**src/rtl/wsf_pkg.sv**
```systemverilog
// Shared types, constants and tables for the wave superposition field block.
package wsf_pkg;

	localparam int MAX_SOURCES  = 1024;
	localparam int CORDIC_STEPS = 16;
	localparam int CNT_W        = $clog2(MAX_SOURCES + 1);
	localparam int STEP_W       = $clog2(CORDIC_STEPS);
	localparam int CW           = 40;   // CORDIC x/y width
	localparam int ZW           = 33;   // CORDIC angle width
	localparam int MOD_W        = 52;   // dividend width of the phase reduction
	localparam int MOD_STEPS    = 4;    // quotient, multiply-subtract, two corrections
	localparam int MOD_CNT_W    = $clog2(MOD_STEPS);
	localparam int DIST_SPLIT   = 20;

	localparam logic [30:0] TWO_PI_Q28 = 31'd1686629713;
	// floor(2^52 / TWO_PI_Q28), applied to the top 32 bits of the dividend
	localparam logic [21:0] RECIP_TWO_PI = 22'd2670176;
	localparam logic signed [ZW-1:0] PI_Q28      = 33'sd843314857;
	localparam logic signed [ZW-1:0] HALF_PI_Q28 = 33'sd421657428;
	localparam logic [15:0] INV_GAIN_Q16 = 16'd39797;
	localparam logic signed [CW-1:0] INV_GAIN_Q28 = 40'sd163008219;

	localparam int REG_ADDR_W = 5;
	localparam logic [2:0] REG_SOURCE_X       = 3'd0;
	localparam logic [2:0] REG_SOURCE_Y_FIRST = 3'd1;
	localparam logic [2:0] REG_SOURCE_Y_STEP  = 3'd2;
	localparam logic [2:0] REG_SOURCE_COUNT   = 3'd3;
	localparam logic [2:0] REG_AMPLITUDE      = 3'd4;
	localparam logic [2:0] REG_WAVENUMBER     = 3'd5;

	typedef struct packed {
		logic signed [23:0] point_x;
		logic signed [23:0] point_y;
	} in_item_t;

	typedef struct packed {
		logic signed [31:0] field_value;
		logic               saturated;
	} out_item_t;

	typedef enum logic [3:0] {
		ST_IDLE, ST_LOAD, ST_VEC, ST_DIST, ST_MUL1, ST_MOD1,
		ST_MUL2, ST_MOD2, ST_MAP, ST_ROT, ST_TERM, ST_ACC
	} state_t;

	function automatic logic signed [ZW-1:0] atan_q28(input logic [4:0] i);
		logic [31:0] v;
		case (i)
			5'd0:  v = 32'd210828714;
			5'd1:  v = 32'd124459457;
			5'd2:  v = 32'd65760959;
			5'd3:  v = 32'd33381290;
			5'd4:  v = 32'd16755422;
			5'd5:  v = 32'd8385879;
			5'd6:  v = 32'd4193963;
			5'd7:  v = 32'd2097109;
			5'd8:  v = 32'd1048571;
			5'd9:  v = 32'd524287;
			5'd29, 5'd30, 5'd31: v = 32'd0;
			default: v = 32'd1 << (5'd28 - i);
		endcase
		return $signed({1'b0, v});
	endfunction

endpackage

```
**src/rtl/wsf_cordic_step.sv**
```systemverilog
// One CORDIC micro-rotation, vectoring or rotation mode.
module wsf_cordic_step (
	input  logic signed [wsf_pkg::CW-1:0] x,
	input  logic signed [wsf_pkg::CW-1:0] y,
	input  logic signed [wsf_pkg::ZW-1:0] z,
	input  logic                          rotate,
	input  logic [4:0]                    shift,
	output logic signed [wsf_pkg::CW-1:0] x_next,
	output logic signed [wsf_pkg::CW-1:0] y_next,
	output logic signed [wsf_pkg::ZW-1:0] z_next
);
	import wsf_pkg::*;

	logic signed [CW-1:0] xs, ys;
	logic                 pos;

	always_comb begin
		xs  = x >>> shift;
		ys  = y >>> shift;
		pos = rotate ? !z[ZW-1] : !y[CW-1];
		if (pos ^ !rotate) begin
			// rotate toward positive angle
			x_next = x - ys;
			y_next = y + xs;
			z_next = z - atan_q28(shift);
		end else begin
			x_next = x + ys;
			y_next = y - xs;
			z_next = z + atan_q28(shift);
		end
	end

endmodule

```
**config.mk**
```make
export PLATFORM = sky130hd
export DESIGN_NAME = wsf_cordic_step
export DESIGN_NICKNAME = d
export VERILOG_FILES = /design/src/rtl/wsf_pkg.sv /design/src/rtl/wsf_cordic_step.sv
export SDC_FILE = /design/constraint.sdc
export NUM_CORES = 1
export LEC_CHECK = 0
export ABC_AREA = 1
export BUFFER_PORTS_ARGS = -buffer_cell sky130_fd_sc_hd__buf_2
export CAP_MARGIN = 15
export CORE_ASPECT_RATIO = 0.7
export CORE_MARGIN = 2
export CORE_UTILIZATION = 30
export DETAILED_ROUTE_END_ITERATION = 12
export PLACE_DENSITY_LB_ADDON = 0.12
export SLEW_MARGIN = 15
export SYNTH_ARGS = -nofsm -noshare
export SYNTH_HDL_FRONTEND = slang
export SYNTH_SLANG_ARGS = --single-unit
export TNS_END_PERCENT = 10
```
**constraint.sdc**
```tcl
create_clock -name vclk -period 11
set_input_delay 0.55 -clock vclk [all_inputs]
set_output_delay 0.55 -clock vclk [all_outputs]
set_load 0.02 [all_outputs]
```
==> run metrics, run 1 <==
outcome=finished, final reports clean; Slew @ Worst Pin=between 1 and 1.5 ns; Top Ports=232; # hold bufs at CTS=0; Critical Path Stages=30; Overflow after GRT=0; core footprint=48000 µm²; ANT nets after route=0; Critical-path top delay cell=nor2_2; vias in the first global route=17695; drt total wl=between 70 and 80 mm; post-synth net total=between 3000 and 4000; Pleak=around 8.5 nW; Setup crit start=shift[2]; DRC violations left=0; Slew headroom=0.209; fin crit share=0.743; hold_sp=y[0]; largest family of logic cells by synthesized area=simple AND/OR/NAND/NOR gates; XOR/XNOR Fraction of Synth Area=0.109; hold violation count in the final report=0; CTS resizes=0; Worst Hold Class=in2out; Worst setup SP type=primary input; Nets=approximately 3300; CP delay by family, top=simple AND/OR/NAND/NOR gates; Synth cell types=between 50 and 60; setup repair bufs after CTS=0; f_max=about 0.12 GHz; worst path required time=about 10 ns; worst hold slack=about 1.5 ns; Initial Utilization=0.304; Reg area=0 µm²; setup tns final=0 ns; Final Wtd Congestion=around 1.0; Synth Instances=~2900; crit path capture type=primary output; antenna diode count=0; chip height=about 190 µm; HPWL Detailed=between 60 and 70 mm; worst vdd ir=roughly 71 µV; Layout area overhead=10.5%; end point of the critical path=x_next[39]; post-synthesis compound-gate area fraction=0.142; Filler Cells Inserted=5759; most frequent CP cell=nand2_1; CP max stage delay=1.16 ns; final-report max-slew violation count=0; max cap viols=0; Mapped Area=14600 µm²; adder-cell share of the synthesized area=0.101; final setup fails=0; number of synthesis warnings=0; first-pass GRT wire length=roughly 110 mm; DR pass1 iterations=8; Critical Path Fanout Max=64; fin crit period=~8 ns; clkbuf count=0; unrepaired setup endpoints after global routing=no; layout cell share with drive strength beyond 1=0.104; sequential area share after synthesis=0; Synth Area in Simple Gates=0.544; Initial DRC Count=2235; Via density=~5.4; routed via count=a little under 20000; critical path type=in2out; Die X=268 µm; largest net degree at the start of global routing=roughly 80; DIE AREA=around 50000 µm²; PD cells=about 120 nW/µm²; GR Util All Layers=0.280; buffers and inverters on the worst path=7; PortBufs=232; arrival time at the worst endpoint=around 7.6 ns; initial antenna violation count=3; Syn Area/Cell=5.07 µm²; Seq cells=0; drt wl/cell=approximately 20 µm; floorplan row count=67; multiplexer share of the synthesized area=0
-- synth_stat cells, types with 5 or more instances --
| cell type | n | area (µm²) |
|---|---|---|
| a21boi_0 | 8 | 60.1 |
| a21o_1 | 9 | 67.6 |
| a21oi_1 | 163 | 816 |
| a31oi_1 | 20 | 125 |
| buf_1 | 20 | 75.1 |
| buf_2 | 42 | 210 |
| buf_4 | 8 | 60.1 |
| buf_6 | 12 | 135 |
| clkbuf_1 | 24 | 90.1 |
| clkinv_1 | 5 | 18.8 |
| ha_1 | 113 | 1410 |
| inv_1 | 228 | 856 |
| inv_2 | 15 | 56.3 |
| nand2_1 | 959 | 3600 |
| nand2_2 | 10 | 62.6 |
| nand3_1 | 524 | 2620 |
| nand3_2 | 6 | 60.1 |
| nand3b_1 | 10 | 75.1 |
| nand4_1 | 21 | 131 |
| nor2_1 | 263 | 987 |
| nor2_2 | 14 | 87.6 |
| nor3_1 | 19 | 95.1 |
| nor4_1 | 5 | 31.3 |
| o21a_1 | 12 | 90.1 |
| o21ai_0 | 101 | 505 |
| o21ai_1 | 23 | 115 |
| o21bai_1 | 8 | 60.1 |
| o221ai_1 | 5 | 43.8 |
| xnor2_1 | 58 | 508 |
| xor2_1 | 123 | 1080 |
-- layer usage --
layer / routed length, µm / vias up / track usage / part of all wire
met3: 6900 / 37 / 0.0544 / 0.094
met2: 27500 / 768 / 0.373 / 0.37
met4: 643 / 6 / 0.0187 / 0.0088
li1: - / 9799 / - / -
met5: 44 / - / 0 / 0.00060
met1: 38400 / 9091 / 0.462 / 0.52
-- power breakdown --
group	switching [mW]	total (mW)	internal [mW]
sequential	0	0	0
clock	0	0	0
combinational	1.33	1.94	0.604
total	1.33	1.94	0.604
-- tightest hold or removal path: stages --
cell and delay (ns):
buf_2 0.09, ha_1 0.12, buf_2 0.15
-- final cells by class --
type               instances  area, µm²  area share
inverters                250        942      0.0584
multi-input cells       2520      13100       0.812
well taps                655        820      0.0508
repair buffers           247       1270      0.0790
-- placed cells by master, fill, tap and decap left out, types with 2 or more instances in the layout --
| cell | n |
|---|---|
| o221ai_1 | 5 |
| nand3_2 | 6 |
| o2111ai_1 | 3 |
| o21bai_1 | 8 |
| buf_2 | 232 |
| o21ai_2 | 4 |
| o21ai_4 | 2 |
| a31oi_1 | 20 |
| o21ai_0 | 100 |
| a21boi_0 | 8 |
| or2_2 | 2 |
| and2_1 | 2 |
| nor4_1 | 5 |
| nor3_1 | 19 |
| nand3b_1 | 10 |
| o211ai_1 | 4 |
| a21oi_1 | 163 |
| nor2_2 | 14 |
| o21ai_1 | 23 |
| o31a_1 | 2 |
| nand2_1 | 959 |
| and3_1 | 4 |
| inv_1 | 228 |
| nand4_1 | 21 |
| nand3_1 | 524 |
| inv_2 | 15 |
| ha_1 | 113 |
| fa_1 | 3 |
| a21o_1 | 9 |
| nand2_2 | 10 |
| clkinv_1 | 5 |
| nor2_1 | 263 |
| nor3b_1 | 3 |
| xor2_1 | 123 |
| nor3_2 | 4 |
| buf_4 | 15 |
| xnor2_1 | 58 |
| nor2_4 | 3 |
| o21a_1 | 12 |
-- how the worst min path moves through the flow --
stage	end	slack [ns]	cells after the start
5_1_grt	y_next[0]	1.49	3
2_1_floorplan	y_next[0]	1.31	1
3_5_place_dp	y_next[0]	1.47	3
4_1_cts	y_next[0]	1.47	3
6_report	y_next[0]	1.47	3
3_3_place_gp	y_next[0]	1.48	3
-- per-stage QoR --
step / worst slack, ns / total power [mW] / area [µm²] / cells / util
final: 2.82 / 1.94 / 16100 / 3672 / 0.336
after floorplan: 6.16 / 1.31 / 14600 / 2876 / -
after global placement: 3.05 / 1.93 / 16100 / 3672 / 0.336
after detailed placement: 3.06 / 1.91 / 16100 / 3672 / 0.336
after CTS: 3.03 / 1.92 / 16100 / 3672 / 0.336
after global routing: 2.24 / 2.12 / 16100 / 3672 / 0.336
-- kinds of logic after synthesis --
logic type      count (synthesis)
xor+xnor                      181
buf+inv                       356
compound gates                371
simple gates                 1852
fa+ha+maj                     116
Power figures use the tool's default switching activity.
==> run 2, diff against run 1 <==
==> constraint.sdc (replaced) <==
create_clock -name vclk -period 6.77
set_input_delay 0.3385 -clock vclk [all_inputs]
set_output_delay 0.3385 -clock vclk [all_outputs]
set_load 0.02 [all_outputs]
==> run metrics, run 2 (synthesis results as in run 1) <==
Initial DRC Count=2221 (was 2235); Via density=5.45 (was 5.37); Setup crit start=shift[0] (was shift[2]); Critical Path Fanout Max=29 (was 64); first-pass GRT wire length=111 mm (was 109 mm); PortBufs=232 (unchanged); Initial Utilization=0.304 (unchanged); CP max stage delay=0.50 ns (was 1.16 ns); crit path capture type=primary output (unchanged); setup tns final=0 ns (unchanged); Reg area=0 µm² (unchanged); worst path required time=6.43 ns (was 10.45 ns); outcome=finished, final reports clean (unchanged); antenna diode count=0 (unchanged); # hold bufs at CTS=0 (unchanged); largest net degree at the start of global routing=77 (was 82); Top Ports=232 (unchanged); PD cells=195 nW/µm² (was 120 nW/µm²); Seq cells=0 (unchanged); floorplan row count=67 (unchanged); routed via count=20121 (was 19701); Worst Hold Class=in2out (unchanged); DIE AREA=50400 µm² (unchanged); DR pass1 iterations=6 (was 8); final-report max-slew violation count=0 (unchanged); Worst setup SP type=primary input (unchanged); HPWL Detailed=64.3 mm (was 63.9 mm); GR Util All Layers=0.284 (was 0.280); hold violation count in the final report=0 (unchanged); pre-CTS setup slack=0.681 ns (was 3.06 ns); f_max=approximately 0.16 GHz; most common cell after layout, fill and taps aside=nand2_1 (unchanged); core footprint=48000 µm² (unchanged); fin crit period=6.28 ns; drt wl/cell=20.3 µm (was 20.0 µm); unrepaired setup endpoints after global routing=no (unchanged); Critical-path top delay cell=nor4_1 (was nor2_2); chip height=188 µm (unchanged); arrival time at the worst endpoint=5.94 ns (was 7.63 ns); commonest non-fill, non-tap cells in the layout=nand2_1 (959), nand3_1 (524), nor2_1 (263) (unchanged); vias in the first global route=18082 (was 17695); final setup margin=0.495 ns (was 2.82 ns); layout cell share with drive strength beyond 1=0.110 (was 0.104); ANT nets after route=0 (unchanged); Slew @ Worst Pin=0.904 ns (was 1.17 ns); final setup fails=0 (unchanged); initial antenna violation count=2 (was 3); CTS resizes=0 (unchanged); Nets=3275 (was 3254); fin crit share=0.927; Slew headroom=0.397 (was 0.209); setup repair bufs after CTS=0 (unchanged); Layout area overhead=11.9% (was 10.5%); critical path type=in2out (unchanged); DRC violations left=0 (unchanged); Die X=268 µm (unchanged); clkbuf count=0 (unchanged); max cap viols=0 (unchanged); Overflow after GRT=0 (unchanged); worst vdd ir=120 µV (was 71.4 µV); Final Wtd Congestion=0.981 (was 1.01); drt total wl=74.8 mm (was 73.4 mm); Pleak=8.61 nW (was 8.48 nW); hold_sp=y[0] (unchanged)
==> run 2: through the flow <==
| stage | hold slack [ns] | power, mW | cell area (µm²) | std cells | utilization |
|---|---|---|---|---|---|
| floorplan | 0.887 | 2.13 | 14600 | 2876 | - |
| global placement | 1.09 | 3.16 | 16300 | 3693 | 0.341 |
| detailed placement | 1.09 | 3.14 | 16300 | 3693 | 0.341 |
| CTS | 1.09 | 3.16 | 16300 | 3693 | 0.341 |
| global route | 1.11 | 3.47 | 16300 | 3693 | 0.341 |
| finish | 1.08 | 3.19 | 16300 | 3693 | 0.341 |
==> run 2: cell type report <==
type / instances / area, µm²
multi-input cells: 2520 / 13100
repair buffers: 268 / 1480
well taps: 655 / 820
inverters: 250 / 942
fillers: 5793 / 31600
==> run 2: per-layer routing <==
layer	vias up	global-route usage	wire [µm]
met1	9277	0.454	38000
met3	41	0.0618	7450
li1	9860	-	-
met5	-	0	24
met4	4	0.0204	559
met2	939	0.392	28800
==> run 2: path summary, 6_finish.rpt <==
kind / depth (start not counted) / to / slack, ns
setup / recovery: 27 / y_next[36] / 0.49
hold / removal: 3 / y_next[0] / 1.08
==> run 2: power by group <==
| group | internal [mW] | switching (mW) |
|---|---|---|
| sequential | 0 | 0 |
| combinational | 1.00 | 2.19 |
| clock | 0 | 0 |
==> run 2: critical path, delay by kind of cell <==
kind / cells / cell delay [ns]
compound gates: 3 / 0.48
xor+xnor: 1 / 0.17
fa+ha+maj: 2 / 0.76
buf+inv: 7 / 1.54
simple gates: 14 / 2.64
==> run 3, diff against run 2 <==
--- a/config.mk
+++ b/config.mk
@@ -8,6 +8,8 @@
 export ABC_AREA = 1
 export BUFFER_PORTS_ARGS = -buffer_cell sky130_fd_sc_hd__buf_2
 export CAP_MARGIN = 15
+export CELL_PAD_IN_SITES_DETAIL_PLACEMENT = 1
+export CELL_PAD_IN_SITES_GLOBAL_PLACEMENT = 1
 export CORE_ASPECT_RATIO = 0.7
 export CORE_MARGIN = 2
 export CORE_UTILIZATION = 30
==> constraint.sdc (replaced) <==
create_clock -name vclk -period 7.45
set_input_delay 0.3725 -clock vclk [all_inputs]
set_output_delay 0.3725 -clock vclk [all_outputs]
set_load 0.02 [all_outputs]
==> run metrics, run 3 (synthesis results as in run 1) <==
Critical Path Fanout Max=40 (was 29); multi-input logic area=13100 µm² (unchanged); drt wl/cell=21.7 µm (was 20.3 µm); hold violation count in the final report=0 (unchanged); ANT nets after route=0 (unchanged); most common cell after layout, fill and taps aside=nand2_1 (unchanged); Worst Hold Class=in2out (unchanged); worst path required time=7.08 ns (was 6.43 ns); initial antenna violation count=1 (was 2); grt met2 use=0.406 (was 0.392); commonest non-fill, non-tap cells in the layout=nand2_1 (959), nand3_1 (524), nor2_1 (263) (unchanged); Final Wtd Congestion=1.02 (was 0.981); worst hold slack=1.11 ns (was 1.08 ns); fin crit share=0.950; PD cells=180 nW/µm² (was 195 nW/µm²); Reg area=0 µm² (unchanged); floorplan row count=67 (unchanged); worst vdd ir=105 µV (was 120 µV); outcome=finished, final reports clean (unchanged); CTS resizes=0 (unchanged); Filler Cells Inserted=6907 (was 5793); hold_sp=y[0] (unchanged); Initial DRC Count=1968 (was 2221); Slew @ Worst Pin=1.23 ns (was 0.904 ns); setup tns final=0 ns (unchanged); Die X=268 µm (unchanged); Layout area overhead=11.1% (was 11.9%); DRC violations left=0 (unchanged); clkbuf count=0 (unchanged); core footprint=48000 µm² (unchanged); fin crit period=slightly above 7 ns; fin area=16200 µm² (was 16300 µm²); Setup crit start=shift[0] (unchanged); DR pass1 iterations=5 (was 6); Slew headroom=0.173 (was 0.397); Most Crowded Layer GR=met1 (unchanged); Top Ports=232 (unchanged); Worst setup SP type=primary input (unchanged); final setup fails=0 (unchanged); Via density=5.49 (was 5.45); routed via count=20234 (was 20121); GR Util All Layers=0.306 (was 0.284); crit path capture type=primary output (unchanged); GRT met3 Usage=0.0855 (was 0.0618); # hold bufs at CTS=0 (unchanged); Seq cells=0 (unchanged); arrival time at the worst endpoint=6.71 ns (was 5.94 ns); Overflow after GRT=0 (unchanged); largest net degree at the start of global routing=84 (was 77); GRT met1 Usage=0.488 (was 0.454); final-report max-slew violation count=0 (unchanged); Initial Utilization=0.304 (unchanged); vias in the first global route=19373 (was 18082); drt total wl=79.9 mm (was 74.8 mm); layout cell share with drive strength beyond 1=0.107 (was 0.110); Pleak=8.54 nW (was 8.61 nW); chip height=188 µm (unchanged); max cap viols=0 (unchanged); unrepaired setup endpoints after global routing=no (unchanged); DIE AREA=50400 µm² (unchanged); f_max=between 0.1 and 0.15 GHz; dpl cell area=16200 µm² (was 16300 µm²); critical path type=in2out (unchanged); first-pass GRT wire length=119 mm (was 111 mm); Nets=3264 (was 3275); HPWL Detailed=70.5 mm (was 64.3 mm); setup repair bufs after CTS=0 (unchanged); PortBufs=232 (unchanged); final core occ=0.338 (was 0.341)
==> run 3: path summary, 6_finish.rpt <==
path,to,slack (ns),cells past startpoint
worst max-delay path,y_next[35],0.37,27
worst min-delay path,y_next[0],1.11,3
==> run 3: cell type report <==
cell class	instances	share of cell area
inverter	250	0.0583
tap	655	0.0506
timing repair buffer	257	0.0833
multi-input combinational	2520	0.808
antenna	1	0.000154
==> run 3: report_power, final <==
group          internal [mW]  switching, mW    total (mW)
clock           0.0000000179              0  0.0000000180
combinational          0.901           2.02          2.92
sequential                 0              0             0
total                  0.901           2.02          2.92
==> run 3: routing by layer <==
layer	vias to the layer above	share of wire
met2	661	0.37
met1	9719	0.53
met3	38	0.093
met4	2	0.010
li1	9814	-
met5	-	0.0011
==> run 3: worst max-delay path, cell delays in order <==
cell and delay [ns]:
buf_2 0.11, inv_2 0.47, buf_4 0.52, nor2_2 0.17, a22oi_1 0.20, nand2_1 0.09, a21oi_1 0.15, nand3_1 0.10
nand2_1 0.19, ha_1 0.46, nand3_1 0.22, inv_1 0.14, nand3_2 0.15, o21ai_1 0.20, xnor2_1 0.22, inv_1 0.11
ha_1 0.38, nand2_1 0.10, nor2_1 0.11, inv_1 0.09, nor4_1 1.00, buf_4 0.26, a21oi_1 0.10, o21bai_1 0.25
a21oi_1 0.11, xnor2_1 0.15, buf_2 0.19
==> run 3: through the flow <==
stage / instances / setup WS (ns) / power [mW]
after global routing: 3682 / 0.0841 / 3.18
after CTS: 3682 / 0.506 / 2.89
after global placement: 3682 / 0.664 / 2.87
after floorplan: 2876 / 2.97 / 1.93
after detailed placement: 3682 / 0.540 / 2.88
final: 3683 / 0.371 / 2.92
